## src/rtl/core/hrf_pkg.sv

```systemverilog
// ----------------------------------------------------------------------------
// Homopolymer run finder package
// Shared command codes, request classification types, status codes and
// configuration constants for the run finder blocks.
// ----------------------------------------------------------------------------
package hrf_pkg;

   // Default widths of position/length counters and of the track register.
   localparam int POS_BITS_DEFAULT   = 32;
   localparam int TRACK_BITS_DEFAULT = 16;

   // Command codes carried by a request.
   localparam logic [1:0] CMD_BASE  = 2'd0;
   localparam logic [1:0] CMD_TRACK = 2'd1;
   localparam logic [1:0] CMD_END   = 2'd2;

   // Base codes that never extend a run.
   localparam logic [7:0] BASE_IGNORED = 8'h4E;
   localparam logic [7:0] BASE_NONE    = 8'h00;

   // Result status codes.
   localparam logic STATUS_RUN      = 1'b0;
   localparam logic STATUS_NO_TRACK = 1'b1;

   // Minimum run length register.
   localparam logic [15:0] MIN_REPEATS_RESET = 16'd2;
   localparam logic [15:0] MIN_REPEATS_FLOOR = 16'd2;

   // Depth of the queue between front and back.
   localparam int QUEUE_DEPTH    = 2;
   localparam int QUEUE_PTR_BITS = $clog2(QUEUE_DEPTH);
   localparam int QUEUE_CNT_BITS = $clog2(QUEUE_DEPTH + 1);

   // Kind of a classified request.
   typedef enum logic [1:0] {
      KIND_BASE,
      KIND_TRACK,
      KIND_END
   } kind_type;

   // A classified request as it travels through the queue.
   typedef struct packed {
      kind_type    kind;
      logic [7:0]  base;
      logic        countable;
      logic [15:0] track;
   } item_type;

   // A queue slot: an item together with its valid flag.
   typedef struct packed {
      logic     valid;
      item_type item;
   } slot_type;

endpackage

```

## src/rtl/core/hrf_front.sv

```systemverilog
// ----------------------------------------------------------------------------
// Homopolymer run finder front end
// Accepts requests, classifies the command, marks bases that can extend a
// run and holds the classified request until the queue takes it.
// ----------------------------------------------------------------------------
module hrf_front (
   input  logic              clock,
   input  logic              reset,
   input  logic              req_valid,
   output logic              req_ready,
   input  logic [1:0]        req_cmd,
   input  logic [7:0]        req_base_in,
   input  logic [15:0]       req_track_in,
   output hrf_pkg::slot_type push_slot,
   input  logic              push_ready
);

   logic              front_valid_ff;
   logic              front_valid_in;
   hrf_pkg::item_type front_item_ff;
   hrf_pkg::item_type front_item_in;
   logic              accept;
   logic              push;
   logic              keep;

   // The holding register frees up whenever the queue takes its contents.
   assign push      = front_valid_ff & push_ready;
   assign req_ready = ~front_valid_ff | push_ready;
   assign accept    = req_valid & req_ready;

   // Classify the incoming request; an unused command is dropped here.
   always_comb begin
      keep                    = 1'b1;
      front_item_in.kind      = hrf_pkg::KIND_BASE;
      front_item_in.base      = req_base_in;
      front_item_in.track     = req_track_in;
      front_item_in.countable = (req_base_in != hrf_pkg::BASE_IGNORED) &&
                                (req_base_in != hrf_pkg::BASE_NONE);
      case (req_cmd)
         hrf_pkg::CMD_BASE: begin
            front_item_in.kind = hrf_pkg::KIND_BASE;
         end
         hrf_pkg::CMD_TRACK: begin
            front_item_in.kind = hrf_pkg::KIND_TRACK;
         end
         hrf_pkg::CMD_END: begin
            front_item_in.kind = hrf_pkg::KIND_END;
         end
         default: begin
            keep = 1'b0;
         end
      endcase
   end

   // Next state of the holding register valid flag.
   always_comb begin
      front_valid_in = front_valid_ff;
      if (accept) begin
         front_valid_in = keep;
      end else if (push) begin
         front_valid_in = 1'b0;
      end
   end

   // Holding register.
   always_ff @(posedge clock) begin
      if (reset) begin
         front_valid_ff <= 1'b0;
      end else begin
         front_valid_ff <= front_valid_in;
      end
      if (accept) begin
         front_item_ff <= front_item_in;
      end
   end

   assign push_slot.valid = front_valid_ff;
   assign push_slot.item  = front_item_ff;

endmodule

```

## src/rtl/core/hrf_queue.sv

```systemverilog
// ----------------------------------------------------------------------------
// Homopolymer run finder queue
// A short first-in first-out queue of classified requests that decouples
// the front end from the run tracker.
// ----------------------------------------------------------------------------
module hrf_queue (
   input  logic              clock,
   input  logic              reset,
   input  hrf_pkg::slot_type push_slot,
   output logic              push_ready,
   output hrf_pkg::slot_type head_slot,
   input  logic              pop
);

   localparam int DEPTH    = hrf_pkg::QUEUE_DEPTH;
   localparam int PTR_BITS = hrf_pkg::QUEUE_PTR_BITS;
   localparam int CNT_BITS = hrf_pkg::QUEUE_CNT_BITS;
   localparam logic [PTR_BITS-1:0] PTR_LAST = PTR_BITS'(DEPTH - 1);
   localparam logic [CNT_BITS-1:0] CNT_FULL = CNT_BITS'(DEPTH);

   hrf_pkg::item_type   entries_ff [DEPTH];
   logic [PTR_BITS-1:0] wr_ptr_ff;
   logic [PTR_BITS-1:0] wr_ptr_in;
   logic [PTR_BITS-1:0] rd_ptr_ff;
   logic [PTR_BITS-1:0] rd_ptr_in;
   logic [CNT_BITS-1:0] count_ff;
   logic [CNT_BITS-1:0] count_in;
   logic                push;
   logic                do_pop;

   assign push_ready = (count_ff != CNT_FULL);
   assign push       = push_slot.valid & push_ready;
   assign do_pop     = pop & (count_ff != '0);

   // Pointer and fill count updates.
   always_comb begin
      wr_ptr_in = wr_ptr_ff;
      rd_ptr_in = rd_ptr_ff;
      count_in  = count_ff;
      if (push) begin
         wr_ptr_in = (wr_ptr_ff == PTR_LAST) ? '0 : wr_ptr_ff + 1'b1;
      end
      if (do_pop) begin
         rd_ptr_in = (rd_ptr_ff == PTR_LAST) ? '0 : rd_ptr_ff + 1'b1;
      end
      if (push && !do_pop) begin
         count_in = count_ff + 1'b1;
      end else if (!push && do_pop) begin
         count_in = count_ff - 1'b1;
      end
   end

   always_ff @(posedge clock) begin
      if (reset) begin
         wr_ptr_ff <= '0;
         rd_ptr_ff <= '0;
         count_ff  <= '0;
      end else begin
         wr_ptr_ff <= wr_ptr_in;
         rd_ptr_ff <= rd_ptr_in;
         count_ff  <= count_in;
      end
   end

   // Queue storage.
   always_ff @(posedge clock) begin
      if (push) begin
         entries_ff[wr_ptr_ff] <= push_slot.item;
      end
   end

   assign head_slot.valid = (count_ff != '0);
   assign head_slot.item  = entries_ff[rd_ptr_ff];

endmodule

```

## src/rtl/core/hrf_back.sv

```systemverilog
// ----------------------------------------------------------------------------
// Homopolymer run finder back end
// Tracks the current run, position and track, decides when a finished run
// is reported and holds the result in the output register.
// ----------------------------------------------------------------------------
module hrf_back #(
   parameter int POS_BITS   = hrf_pkg::POS_BITS_DEFAULT,
   parameter int TRACK_BITS = hrf_pkg::TRACK_BITS_DEFAULT
) (
   input  logic              clock,
   input  logic              reset,
   input  logic [15:0]       min_repeats,
   input  hrf_pkg::slot_type head_slot,
   output logic              pop,
   output logic              rsp_valid,
   input  logic              rsp_ready,
   output logic              rsp_status,
   output logic [15:0]       rsp_track_out,
   output logic [31:0]       rsp_run_start,
   output logic [31:0]       rsp_run_end,
   output logic [7:0]        rsp_run_base,
   output logic [31:0]       rsp_run_length
);

   localparam int WIDE_BITS = 96;
   localparam int TRK_WIDE  = 48;
   localparam logic [POS_BITS-1:0] POS_ONE = {{(POS_BITS - 1){1'b0}}, 1'b1};

   // Run state.
   logic [7:0]            prev_base_ff;
   logic [7:0]            prev_base_in;
   logic [POS_BITS-1:0]   run_begin_ff;
   logic [POS_BITS-1:0]   run_begin_in;
   logic [POS_BITS-1:0]   run_count_ff;
   logic [POS_BITS-1:0]   run_count_in;
   logic [POS_BITS-1:0]   position_ff;
   logic [POS_BITS-1:0]   position_in;
   logic [TRACK_BITS-1:0] track_ff;
   logic [TRACK_BITS-1:0] track_in;
   logic                  track_seen_ff;
   logic                  track_seen_in;

   // Output register.
   logic                  rsp_valid_ff;
   logic                  rsp_valid_in;
   logic                  rsp_status_ff;
   logic [15:0]           rsp_track_out_ff;
   logic [31:0]           rsp_run_start_ff;
   logic [31:0]           rsp_run_end_ff;
   logic [7:0]            rsp_run_base_ff;
   logic [31:0]           rsp_run_length_ff;

   // Working signals.
   hrf_pkg::item_type     item;
   logic [15:0]           need;
   logic [WIDE_BITS-1:0]  count_wide;
   logic [WIDE_BITS-1:0]  need_wide;
   logic [WIDE_BITS-1:0]  begin_wide;
   logic [WIDE_BITS-1:0]  end_wide;
   logic [TRK_WIDE-1:0]   trk_req_wide;
   logic [TRK_WIDE-1:0]   trk_cur_wide;
   logic [POS_BITS:0]     end_sum;
   logic [POS_BITS-1:0]   end_sat;
   logic [POS_BITS-1:0]   count_inc;
   logic [POS_BITS-1:0]   position_inc;
   logic                  long_enough;
   logic                  res_valid;
   logic                  res_status;

   assign item = head_slot.item;

   // The back end takes the next request whenever the output register is
   // free or being emptied in this cycle.
   assign pop = head_slot.valid & (~rsp_valid_ff | rsp_ready);

   // Threshold compare; a minimum below the floor acts as the floor.
   assign need        = (min_repeats < hrf_pkg::MIN_REPEATS_FLOOR) ?
                        hrf_pkg::MIN_REPEATS_FLOOR : min_repeats;
   assign count_wide  = {{(WIDE_BITS - POS_BITS){1'b0}}, run_count_ff};
   assign need_wide   = {{(WIDE_BITS - 16){1'b0}}, need};
   assign long_enough = (count_wide >= need_wide);

   // Saturating exclusive end of the pending run.
   assign end_sum    = {1'b0, run_begin_ff} + {1'b0, run_count_ff};
   assign end_sat    = end_sum[POS_BITS] ? '1 : end_sum[POS_BITS-1:0];
   assign begin_wide = {{(WIDE_BITS - POS_BITS){1'b0}}, run_begin_ff};
   assign end_wide   = {{(WIDE_BITS - POS_BITS){1'b0}}, end_sat};

   // Saturating increments.
   assign count_inc    = (run_count_ff == '1) ? run_count_ff : run_count_ff + POS_ONE;
   assign position_inc = (position_ff == '1) ? position_ff : position_ff + POS_ONE;

   // Track number resized to the track register and back to the port.
   assign trk_req_wide = {{(TRK_WIDE - 16){1'b0}}, item.track};
   assign trk_cur_wide = {{(TRK_WIDE - TRACK_BITS){1'b0}}, track_ff};

   // Run state update for the request at the head of the queue.
   always_comb begin
      prev_base_in  = prev_base_ff;
      run_begin_in  = run_begin_ff;
      run_count_in  = run_count_ff;
      position_in   = position_ff;
      track_in      = track_ff;
      track_seen_in = track_seen_ff;
      res_valid     = 1'b0;
      res_status    = hrf_pkg::STATUS_RUN;
      case (item.kind)
         hrf_pkg::KIND_BASE: begin
            if (!track_seen_ff) begin
               res_valid  = 1'b1;
               res_status = hrf_pkg::STATUS_NO_TRACK;
            end else begin
               if (item.countable && (item.base == prev_base_ff)) begin
                  run_count_in = count_inc;
               end else begin
                  res_valid    = long_enough;
                  prev_base_in = item.base;
                  run_begin_in = position_ff;
                  run_count_in = POS_ONE;
               end
               position_in = position_inc;
            end
         end
         hrf_pkg::KIND_TRACK: begin
            res_valid     = track_seen_ff & long_enough;
            prev_base_in  = hrf_pkg::BASE_NONE;
            run_begin_in  = '0;
            run_count_in  = POS_ONE;
            position_in   = '0;
            track_in      = trk_req_wide[TRACK_BITS-1:0];
            track_seen_in = 1'b1;
         end
         hrf_pkg::KIND_END: begin
            res_valid     = track_seen_ff & long_enough;
            prev_base_in  = hrf_pkg::BASE_NONE;
            run_begin_in  = '0;
            run_count_in  = POS_ONE;
            position_in   = '0;
            track_in      = '0;
            track_seen_in = 1'b0;
         end
         default: begin
            res_valid = 1'b0;
         end
      endcase
   end

   // Output register valid flag.
   always_comb begin
      rsp_valid_in = rsp_valid_ff;
      if (pop) begin
         rsp_valid_in = res_valid;
      end else if (rsp_ready) begin
         rsp_valid_in = 1'b0;
      end
   end

   // State and control registers.
   always_ff @(posedge clock) begin
      if (reset) begin
         prev_base_ff  <= hrf_pkg::BASE_NONE;
         run_begin_ff  <= '0;
         run_count_ff  <= POS_ONE;
         position_ff   <= '0;
         track_ff      <= '0;
         track_seen_ff <= 1'b0;
         rsp_valid_ff  <= 1'b0;
      end else begin
         if (pop) begin
            prev_base_ff  <= prev_base_in;
            run_begin_ff  <= run_begin_in;
            run_count_ff  <= run_count_in;
            position_ff   <= position_in;
            track_ff      <= track_in;
            track_seen_ff <= track_seen_in;
         end
         rsp_valid_ff <= rsp_valid_in;
      end
   end

   // Result payload; an error result carries zeros besides its status.
   always_ff @(posedge clock) begin
      if (pop && res_valid) begin
         rsp_status_ff <= res_status;
         if (res_status == hrf_pkg::STATUS_NO_TRACK) begin
            rsp_track_out_ff  <= '0;
            rsp_run_start_ff  <= '0;
            rsp_run_end_ff    <= '0;
            rsp_run_base_ff   <= '0;
            rsp_run_length_ff <= '0;
         end else begin
            rsp_track_out_ff  <= trk_cur_wide[15:0];
            rsp_run_start_ff  <= begin_wide[31:0];
            rsp_run_end_ff    <= end_wide[31:0];
            rsp_run_base_ff   <= prev_base_ff;
            rsp_run_length_ff <= count_wide[31:0];
         end
      end
   end

   assign rsp_valid      = rsp_valid_ff;
   assign rsp_status     = rsp_status_ff;
   assign rsp_track_out  = rsp_track_out_ff;
   assign rsp_run_start  = rsp_run_start_ff;
   assign rsp_run_end    = rsp_run_end_ff;
   assign rsp_run_base   = rsp_run_base_ff;
   assign rsp_run_length = rsp_run_length_ff;

endmodule

```

## src/rtl/core/homopolymer_run_finder.sv

```systemverilog
// ----------------------------------------------------------------------------
// Homopolymer run finder
// Finds runs of one repeated base in a stream of tracks and reports each run
// that reaches the configured minimum length.
// ----------------------------------------------------------------------------
// Usage:
// A request carries a command: a base, the start of a new track with its
// number, or the end of the stream. Requests enter on the req_ channel and
// results leave on the rsp_ channel, both with valid/ready handshakes.
// A result reports a finished run (track, start, exclusive end, base and
// length) or flags a base that arrived before any track.
// One request is taken every clock cycle while req_ready is high; a result
// passes through the front holding register, the queue and the output
// register. A request causes at most one result. When the receiver stalls,
// the output register holds its result while the front end and the two-entry
// queue keep taking requests until they fill; req_ready then falls until the
// result is taken. The minimum run length register lies at byte address 0 of
// the csr_ port and is to be written by the user only while the block is
// idle, which the block does not enforce. Reset clears the run state, drops
// any queued request and sets the minimum run length to 2.
// ----------------------------------------------------------------------------
module homopolymer_run_finder #(
   parameter int POS_BITS   = hrf_pkg::POS_BITS_DEFAULT,
   parameter int TRACK_BITS = hrf_pkg::TRACK_BITS_DEFAULT
) (
   input  logic        clock,
   input  logic        reset,
   // Request channel
   input  logic        req_valid,
   output logic        req_ready,
   input  logic [1:0]  req_cmd,
   input  logic [7:0]  req_base_in,
   input  logic [15:0] req_track_in,
   // Result channel
   output logic        rsp_valid,
   input  logic        rsp_ready,
   output logic        rsp_status,
   output logic [15:0] rsp_track_out,
   output logic [31:0] rsp_run_start,
   output logic [31:0] rsp_run_end,
   output logic [7:0]  rsp_run_base,
   output logic [31:0] rsp_run_length,
   // Configuration port
   input  logic        csr_psel,
   input  logic        csr_penable,
   input  logic        csr_pwrite,
   input  logic [2:0]  csr_paddr,
   input  logic [31:0] csr_pwdata,
   output logic [31:0] csr_prdata,
   output logic        csr_pready
);

   logic [15:0]       min_repeats_ff;
   logic [15:0]       min_repeats_in;
   logic              csr_write;
   logic              sel_min_repeats;
   hrf_pkg::slot_type push_slot;
   logic              push_ready;
   hrf_pkg::slot_type head_slot;
   logic              pop;

   // Register decode: the minimum run length is the only register.
   assign csr_pready      = 1'b1;
   assign sel_min_repeats = ~csr_paddr[2];
   assign csr_write       = csr_psel & csr_penable & csr_pwrite & csr_pready;

   always_comb begin
      min_repeats_in = min_repeats_ff;
      if (csr_write && sel_min_repeats) begin
         min_repeats_in = csr_pwdata[15:0];
      end
   end

   always_ff @(posedge clock) begin
      if (reset) begin
         min_repeats_ff <= hrf_pkg::MIN_REPEATS_RESET;
      end else begin
         min_repeats_ff <= min_repeats_in;
      end
   end

   // Register read-back.
   assign csr_prdata = sel_min_repeats ? {16'd0, min_repeats_ff} : 32'd0;

   // Front end: accepts and classifies requests.
   hrf_front u_front (
      .clock        (clock),
      .reset        (reset),
      .req_valid    (req_valid),
      .req_ready    (req_ready),
      .req_cmd      (req_cmd),
      .req_base_in  (req_base_in),
      .req_track_in (req_track_in),
      .push_slot    (push_slot),
      .push_ready   (push_ready)
   );

   // Queue between front and back.
   hrf_queue u_queue (
      .clock      (clock),
      .reset      (reset),
      .push_slot  (push_slot),
      .push_ready (push_ready),
      .head_slot  (head_slot),
      .pop        (pop)
   );

   // Back end: run tracking and result register.
   hrf_back #(
      .POS_BITS   (POS_BITS),
      .TRACK_BITS (TRACK_BITS)
   ) u_back (
      .clock          (clock),
      .reset          (reset),
      .min_repeats    (min_repeats_ff),
      .head_slot      (head_slot),
      .pop            (pop),
      .rsp_valid      (rsp_valid),
      .rsp_ready      (rsp_ready),
      .rsp_status     (rsp_status),
      .rsp_track_out  (rsp_track_out),
      .rsp_run_start  (rsp_run_start),
      .rsp_run_end    (rsp_run_end),
      .rsp_run_base   (rsp_run_base),
      .rsp_run_length (rsp_run_length)
   );

endmodule

```

## config.mk

```make
export PLATFORM = sky130hd
export DESIGN_NAME = homopolymer_run_finder
export DESIGN_NICKNAME = d
export VERILOG_FILES = /design/src/rtl/core/hrf_pkg.sv /design/src/rtl/core/hrf_front.sv /design/src/rtl/core/hrf_queue.sv /design/src/rtl/core/hrf_back.sv /design/src/rtl/core/homopolymer_run_finder.sv
export SDC_FILE = /design/constraint.sdc
export NUM_CORES = 1
export LEC_CHECK = 0
export BUFFER_PORTS_ARGS = -buffer_cell sky130_fd_sc_hd__buf_2
export CAP_MARGIN = 25
export CORE_MARGIN = 1.5
export CORE_UTILIZATION = 30
export DETAILED_ROUTE_END_ITERATION = 8
export PLACE_DENSITY = 0.52
export SKIP_LAST_GASP = 1
export SLEW_MARGIN = 25
export SYNTH_ARGS = -nofsm -noshare
export SYNTH_HDL_FRONTEND = slang
export SYNTH_HIERARCHICAL = 1
export SYNTH_SLANG_ARGS = --single-unit
```

## constraint.sdc

```tcl
create_clock -name clock -period 6.8 [get_ports clock]
set_clock_uncertainty 0.1 [all_clocks]
set_input_delay 1.02 -clock clock [delete_from_list [all_inputs] [get_ports clock]]
set_output_delay 1.02 -clock clock [all_outputs]
set_load 0.1 [all_outputs]
```

# Yosys cells after proc, flatten, opt, wreduce, memory -nomap -nowiden
# Memory sizes are Yosys's and may differ from the RTL's. A register that Yosys moved wholly into a read port is not among the register bits.
# Index checks and enable logic that the tools add are counted.
# word_totals
out_inout_bits	156
word_cells	117
input_bits	68
memories	1
ff_bits	291
ramBits	54
# op_classes
muxes	37
bitwise	12
n_lt_le_gt_ge	2
n_addsub	7
reduce_logical	23
n_eq_ne	13
# memory_table
memory	words	word_bits	rd	rd_clocked_by_memory_dff	write_ports	line	text
u_queue.entries_ff	2	27	1	1	1	hrf_queue.sv:21	hrf_pkg::item_type entries_ff [DEPTH];
# ops
cell	n
two-way mux 32 bit	8
one-hot mux 32 bit (2 select lines)	3
adder 32 x 1 -> 32 bit (second input constant)	2
equality test 32 bit (second input constant)	2
adder 32 x 32 -> 33 bit	1
>= comparator 32 x 16 -> 1 bit	1
two-way mux 16 bit	2
one-hot mux 16 bit (2 select lines)	1
< comparator 16 x 2 -> 1 bit (second input constant)	1
two-way mux 8 bit	2
one-hot mux 8 bit (2 select lines)	1
two-way mux 1 bit	15
AND reduction 4 bit	3
nonzero test 2 bit	6
equality test 8 bit	1
!= test 8 x 7 -> 1 bit (second input constant)	1
nonzero test 8 bit	1
AND 1 bit	7
logical AND 1 bit	6
!= test 2 bit (second input constant)	3
equality test 2 x 1 -> 1 bit (second input constant)	2
equality test 2 bit (second input constant)	2
logical NOT 2 bit	2
two-way mux 2 bit	2
13 further kinds	19

# Longest topological paths before layout
# Gate-level depths: netlist of run 1.
# logic_depth
word_depth	7
ltp_mapped	14
mapped_depth_nobuf	11

# By module
# Netlist of run 1, hierarchy kept.
# by_module_without_submodules
mod	cells_per_inst	area_each_um2	seq_area_each_um2	instances
hrf_back	1247	12179.2	6075.8	1
hrf_queue	108	2168.3	1721.7	1
homopolymer_run_finder	106	982.2	320.3	1
hrf_front	39	922.1	830.8	1

# Worst setup path after synthesis of run 1
# OpenSTA, ideal clock, no wires.
# synth_timing
path_kind	register to register
start	register (tool-made name)
end	register u_back.rsp_run_base_ff[0], in the netlist u_back/rsp_run_base[0], enable pin
path_slack_ns	2.051
n_path_buf	2
stages_incl_launch_ff	10
t_required_ns	6.226
synth_period_minus_slack_ns	4.749
arrival_time_ns	4.175
setup_time_ns	0.474
cell_sequence	dfxtp_1 > buf_2 > buf_4 > mux2_2 > inv_1 > ha_1 > a21bo_2 > a211oi_1 > o21ai_0 > inv_1
# synth_lines
element	line	text
end signal, assigned	hrf_back.sv:195	rsp_run_base_ff <= prev_base_ff;
end, declared	hrf_back.sv:50	logic [7:0] rsp_run_base_ff;

==> results.sh, run 1 <==
export IMPL_coreArea_um2=53700
export IMPL_layoutNonFillerInstCount=2405
export IMPL_leakage_nw=7.10
export IMPL_drt_drc_violations_left=0
export IMPL_clk_pin_slew_ns=0.06
export IMPL_reg2reg_setup_slack_ns=2.56
export IMPL_asyncSetResetFlopFracSynth=0
export IMPL_grt_pass1_wl_um=65900
export IMPL_die_area_um2=55600
export IMPL_tritoncts="done"
export IMPL_number_of_synthesized_register_bits=346
export IMPL_hold_depth=0
export IMPL_holdCritStartpoint="u_front/push_slot[9]"
export IMPL_clock_tree_root_cell="clkbuf_16"
export IMPL_num_rows=85
export IMPL_route_vias_total=11700
export IMPL_met3_usage=0.0233
export IMPL_share_of_the_clock_period_used_by_the_worst_path=0.623
export IMPL_power_per_cell_area_nw_per_um2=338
export IMPL_layout_overhead_on_the_synthesized_area_pct=18.1
export IMPL_critical_path_required_ns=7.12
export IMPL_initial_antenna_violation_count=1
export IMPL_met2_usage=0.246
export IMPL_grt_busiest_layer="met2"
export IMPL_vias_per_cell=4.87
export IMPL_synthesis_instances=1500
export IMPL_leading_cell_types_by_total_area_after_synthesis="edfxtp_1, dfxtp_1, a21oi_1"
export IMPL_multi_input_area_um2=6790
export IMPL_route_final_wire_length_um=42700
export IMPL_cts_htree_levels=2
export IMPL_syn_area_um2=16300
export IMPL_status="finished clean"
export IMPL_capture_instance_of_the_worst_register_to_register_path="u_back/position_ff[24]"
export IMPL_finalWorstPathRequiredPeriod_ns=4.24
export IMPL_place_gp_congestion=0.839
export IMPL_report_final_slew_viol_count=0
export IMPL_final_setup_tns_ns=0
export IMPL_synthDominantCellAreaShare=0.373
export IMPL_fp_dieH_um=236
export IMPL_holdWs_ns=0.343
export IMPL_global_route_usage_total=0.151
export IMPL_clock_sinks=346
export IMPL_worstPathMaxFanout=90
export IMPL_power_ir_vdd_worst_mv=0.235
export IMPL_leading_cell_type_in_the_layout_fill_and_taps_excluded="edfxtp_1"
export IMPL_placed_cells=2326
export IMPL_synthesis_area_per_instance_um2=10.8
export IMPL_synth_edf_count=202
export IMPL_drt_iter0_drc=739
export IMPL_critPathLaunchType="flip-flop"
export IMPL_reg2reg_depth=12
export IMPL_max_stage_delay_ns=0.70
export IMPL_synth_yosys_seq_area_share=0.551
export IMPL_timing_final_setup_violations=0
export IMPL_drive_gt1_frac=0.198
export IMPL_critical_path_endpoint_type="flip-flop"
export IMPL_arrival_ns=4.56
export IMPL_regArea_um2=8950
export IMPL_report_final_hold_viol_count=0
export IMPL_post_cts_resized=0
export IMPL_detail_route_antenna_nets=0
export IMPL_unrepaired_setup_endpoints_after_global_routing="false"
export IMPL_nNetsFinal=1797
export IMPL_hpwl_um=29100
export IMPL_critical_path_slowest_cell="buf_4"
export IMPL_gr_total_overflow=0
export IMPL_cpMostUsedCell="buf_4"
export IMPL_die_width_um=236
export IMPL_effective_utilization_at_floorplan=0.303
export IMPL_type_of_the_worst_min_delay_path="reg -> reg"
export IMPL_groute_layer_met1_usage=0.205
export IMPL_cp_cell_sequence="buf_4, mux2_2, inv_1, ha_1, nand2b_2, buf_4, nand4b_2, or4_4, nor3_2, nand3_1, xor2_1, nor2_1"
export IMPL_maxCapViolCount=0
export IMPL_crit_type="reg -> reg"
export IMPL_cts_buffer_depth=3
export IMPL_ios=224
export IMPL_fillers=5344
export IMPL_min_delay_worst_endpoint="u_queue/entries_ff[0][9]"
export IMPL_synth_distinct_cells=79
export IMPL_wire_per_inst_um=17.7
export IMPL_cts_repair_timing_setup_buffer_count=0
export IMPL_clock_latency_ns=0.57
export IMPL_grt_pass1_vias=11500
export IMPL_timing_slew_headroom=0.328
export IMPL_fmax_mhz=236
export IMPL_cts_buffers=42
export IMPL_grt_start_max_net_pins=91
export IMPL_buffers_added_on_ports=188
export IMPL_synth_main_ff_cell="edfxtp_1"
export IMPL_drt_pass1_iterations=5
export IMPL_layout_common_cells="edfxtp_1, buf_2, a21oi_1"
export IMPL_transition_at_the_pin_with_the_smallest_max_transition_slack_ns=1.01
export IMPL_synthesis_yosys_warnings=6
export IMPL_ctsHoldBuffers=0
export IMPL_synth_top_cell_by_area="edfxtp_1"
==> cell usage after synthesis (40+ instances only) <==
| library cell | count |
|---|---|
| a21oi_1 | 159 |
| and2_1 | 95 |
| clkbuf_1 | 54 |
| dfxtp_1 | 144 |
| edfxtp_1 | 202 |
| ha_1 | 54 |
| nand2_1 | 93 |
| nand2b_1 | 40 |
| nand3b_1 | 46 |
| nor2_1 | 102 |
| o21ai_0 | 43 |
| xor2_1 | 40 |
==> per-stage QoR <==
step / util / setup slack, ns / total power [mW] / instance area [um2]
global placement: 0.332 / 2.51 / 4.34 / 17800
finish: 0.357 / 2.56 / 6.49 / 19200
global route: 0.357 / 2.20 / 6.78 / 19200
detailed placement: 0.332 / 2.46 / 4.35 / 17800
floorplan: - / 2.05 / 3.99 / 16300
CTS: 0.357 / 2.44 / 6.59 / 19200
==> sequential cells by signal, indices dropped and copies added, names as in the netlist, named ones only <==
| signal | flops |
|---|---|
| u_queue/entries_ff | 54 |
| u_back/position_ff | 32 |
| u_back/rsp_run_end | 32 |
| u_back/rsp_run_length | 32 |
| u_back/rsp_run_start | 32 |
| u_back/run_begin_ff | 32 |
| u_back/run_count_ff | 32 |
| u_front/push_slot | 27 |
| min_repeats_ff | 16 |
| u_back/rsp_track_out | 16 |
| u_back/track_ff | 16 |
| u_back/prev_base_ff | 8 |
| u_back/rsp_run_base | 8 |
| u_queue/count_ff | 2 |
| u_back/rsp_status | 1 |
| u_back/rsp_valid | 1 |
| u_back/track_seen_ff | 1 |
| u_front/front_valid_ff | 1 |
| u_queue/rd_ptr_ff | 1 |
| u_queue/wr_ptr_ff | 1 |
==> cells by family after synthesis <==
logic type      share of synthesized area
simple gates                        0.201
flops                               0.551
compound gates                      0.103
buf+inv                            0.0367
xor+xnor                           0.0350
fa+ha+maj                          0.0428
mux                                0.0298
other cells                      0.000462
==> routing by layer <==
metal / part of all wire / vias up
met5: 0 / -
li1: - / 5739
met2: 0.47 / 273
met1: 0.47 / 5640
met3: 0.044 / 64
met4: 0.023 / 0
==> cell type report <==
class	instances	share of cell area
Multi-Input combinational cell	1043	0.354
Clock buffer	47	0.0558
Sequential cell	346	0.466
Antenna cell	1	0.000130
Timing Repair Buffer	206	0.0569
Inverter	35	0.00711
Tap cell	696	0.0454
Clock inverter	31	0.0146
==> power breakdown <==
group	leakage (nW)	total, mW	internal [mW]	switching, mW
Combinational	3.40	1.75	0.340	1.41
Clock	0.648	2.20	1.29	0.912
Sequential	3.06	2.53	2.45	0.0784
==> how the worst max path moves through the flow <==
stage / startpoint / to / slack [ns] / cells past startpoint
5_1_grt: flip-flop / u_back/position_ff[28] / 2.20 / 12
2_1_floorplan: flip-flop / u_back/rsp_run_base[0] / 2.05 / 9
6_report: flip-flop / u_back/position_ff[24] / 2.56 / 12
3_3_place_gp: flip-flop / u_back/position_ff[2] / 2.51 / 10
4_1_cts: flip-flop / u_back/position_ff[2] / 2.44 / 10
3_5_place_dp: flip-flop / u_back/position_ff[2] / 2.46 / 10
==> critical path, delay by kind of cell (launching register included) <==
family | cells | cell delay [ns]
buf+inv | 3 | 1.10
mux | 1 | 0.25
simple gates | 6 | 1.88
flops | 1 | 0.30
fa+ha+maj | 1 | 0.29
xor+xnor | 1 | 0.16
(Power assumes the default switching activity.)
==> run 2, diff against run 1 <==
==> constraint.sdc (replaced) <==
create_clock -name clock -period 3.9 [get_ports clock]
set_clock_uncertainty 0.1 [all_clocks]
set_input_delay 0.585 -clock clock [delete_from_list [all_inputs] [get_ports clock]]
set_output_delay 0.585 -clock clock [all_outputs]
set_load 0.1 [all_outputs]
==> run 2 against run 1 <==
Against the previous run:
- clock power grew 77%
- fmax grew 22%
- routed wire length shrank 0.34%
- via count shrank 0.57%
- first-iteration DRC count shrank 16%
- worst hold slack lost 0.24 ns
- total power grew 76%
- setup slack lost 2.1 ns
- combinational power grew 78%
- sequential cell count is the same
- largest cell class unchanged
- largest power group unchanged
==> results.sh, run 2 (synthesis gave the netlist of run 1 again) <==
export IMPL_fillers=5356
export IMPL_reg2reg_depth=7
export IMPL_grt_pass1_vias=11300
export IMPL_max_flop_register="u_queue/entries_ff"
export IMPL_num_rows=85
export IMPL_cts_repair_timing_setup_buffer_count=0
export IMPL_critPathTopFamily="simple AND/OR/NAND/NOR gates"
export IMPL_gr_total_overflow=0
export IMPL_layout_common_cells="edfxtp_1, buf_2, a21oi_1"
export IMPL_die_area_um2=55600
export IMPL_detail_route_antenna_nets=0
export IMPL_cts_buffers=40
export IMPL_nNetsFinal=1813
export IMPL_coreArea_um2=53700
export IMPL_fmax_mhz=288
export IMPL_holdWs_ns=0.0989
export IMPL_layout_overhead_on_the_synthesized_area_pct=19.2
export IMPL_finish_utilization=0.361
export IMPL_finalWorstPathRequiredPeriod_ns=3.48
export IMPL_place_gp_congestion=0.860
export IMPL_power_internal_mw=7.28
export IMPL_route_vias_total=11600
export IMPL_power_share_switching=0.364
export IMPL_timing_slew_headroom=0.340
export IMPL_power_clock_fraction=0.341
export IMPL_power_ir_vdd_worst_mv=0.393
export IMPL_timing_final_setup_violations=0
export IMPL_cts_buffer_depth=3
export IMPL_maxCapViolCount=0
export IMPL_max_reg_flops=54
export IMPL_ios=224
export IMPL_type_of_the_worst_min_delay_path="in -> reg"
export IMPL_crit_type="reg -> reg"
export IMPL_capture_instance_of_the_worst_register_to_register_path="u_back/run_count_ff[0]"
export IMPL_grt_start_max_net_pins=97
export IMPL_holdCritStartpoint="req_track_in[8]"
export IMPL_cts_htree_levels=2
export IMPL_wire_per_inst_um=17.6
export IMPL_drt_pass1_iterations=5
export IMPL_status="finished clean"
export IMPL_clock_sinks=346
export IMPL_initial_antenna_violation_count=0
export IMPL_effective_utilization_at_floorplan=0.303
export IMPL_post_cts_resized=0
export IMPL_power_switching_mw=4.17
export IMPL_share_of_the_clock_period_used_by_the_worst_path=0.891
export IMPL_drt_iter0_drc=624
export IMPL_report_final_hold_viol_count=0
export IMPL_critical_path_required_ns=4.24
export IMPL_worstPathMaxFanout=12
export IMPL_critPathLaunchType="flip-flop"
export IMPL_fp_dieH_um=236
export IMPL_hold_depth=1
export IMPL_antenna_cells=0
export IMPL_tritoncts="done"
export IMPL_grt_pass1_wl_um=65400
export IMPL_max_stage_delay_ns=0.70
export IMPL_die_width_um=236
export IMPL_cp_cell_sequence="mux2_2, xnor2_1, nand2_1, or4_1, nor2_1, mux2i_1, or2_2"
export IMPL_ctsHoldBuffers=0
export IMPL_crit_buf_inv=0
export IMPL_route_final_wire_length_um=42500
export IMPL_pwr_share_comb=0.272
export IMPL_critical_path_endpoint_type="flip-flop"
export IMPL_clock_tree_root_cell="clkbuf_16"
export IMPL_leading_cell_type_in_the_layout_fill_and_taps_excluded="edfxtp_1"
export IMPL_reg2reg_setup_slack_ns=0.42
export IMPL_drive_gt1_frac=0.212
export IMPL_power_share_sequential=0.387
export IMPL_power_per_cell_area_nw_per_um2=590
export IMPL_buffers_added_on_ports=188
export IMPL_report_final_slew_viol_count=0
export IMPL_arrival_ns=3.81
export IMPL_transition_at_the_pin_with_the_smallest_max_transition_slack_ns=0.990
export IMPL_placedInstanceArea_um2=18000
export IMPL_min_delay_worst_endpoint="u_front/push_slot[8]"
export IMPL_clock_latency_ns=0.56
export IMPL_vias_per_cell=4.82
export IMPL_global_route_usage_total=0.150
export IMPL_hpwl_um=30000
export IMPL_critical_path_slowest_cell="nor2_1"
export IMPL_unrepaired_setup_endpoints_after_global_routing="false"
export IMPL_leakage_nw=7.21
export IMPL_area_of_all_placed_cells_without_fillers_um2=19400
export IMPL_clk_pin_slew_ns=0.06
export IMPL_drt_drc_violations_left=0
[run 2: cell type report]
type,count,area [um2],area share
Sequential cell,346,8950,0.462
Multi-Input combinational cell,1043,6790,0.350
Timing Repair Buffer,224,1260,0.0652
Clock buffer,45,1040,0.0537
Tap cell,696,871,0.0449
Clock inverter,28,327,0.0169
Inverter,35,138,0.00710
[run 2: stage by stage]
stage	setup TNS (ns)	std cells	power (mW)	worst slack (ns)
2_1_floorplan	-29.22	1515	6.96	-0.242
3_3_place_gp	0	2344	7.64	0.372
3_5_place_dp	0	2344	7.67	0.300
4_1_cts	0	2417	11.6	0.290
5_1_grt	0	2417	11.9	0.209
6_report	0	2417	11.4	0.425
[run 2: power groups by stage]
stage	logic (mW)	clock network, mW	registers (mW)
after floorplan	1.24	0	5.71
after global placement	3.13	0	4.51
after detailed placement	3.15	0	4.52
after CTS	3.16	4.02	4.44
after global routing	3.31	4.17	4.47
final	3.11	3.90	4.43
[run 2: per-layer routing]
layer / GRT usage / share of wire
met1: 0.205 / 0.47
met5: 0 / 0
met4: 0.0454 / 0.019
met3: 0.0239 / 0.041
met2: 0.245 / 0.47
[run 2: worst reg2reg max path, cell delays in order (launching register included)]
cell,delay (ns)
dfxtp_1,0.68
mux2_2,0.43
xnor2_1,0.25
nand2_1,0.13
or4_1,0.62
nor2_1,0.71
mux2i_1,0.16
or2_2,0.30
[run 2: worst max path at each step]
stage,startpoint,endpoint,slack (ns),cells after the start
2_1_floorplan,min_repeats_ff[1],u_back/rsp_run_base[0],-0.24,11
5_1_grt,flip-flop,u_back/run_count_ff[0],0.21,7
3_5_place_dp,flip-flop,u_back/position_ff[15],0.30,8
6_report,flip-flop,u_back/run_count_ff[0],0.42,7
3_3_place_gp,flip-flop,u_back/position_ff[2],0.37,8
4_1_cts,flip-flop,u_back/position_ff[4],0.29,8
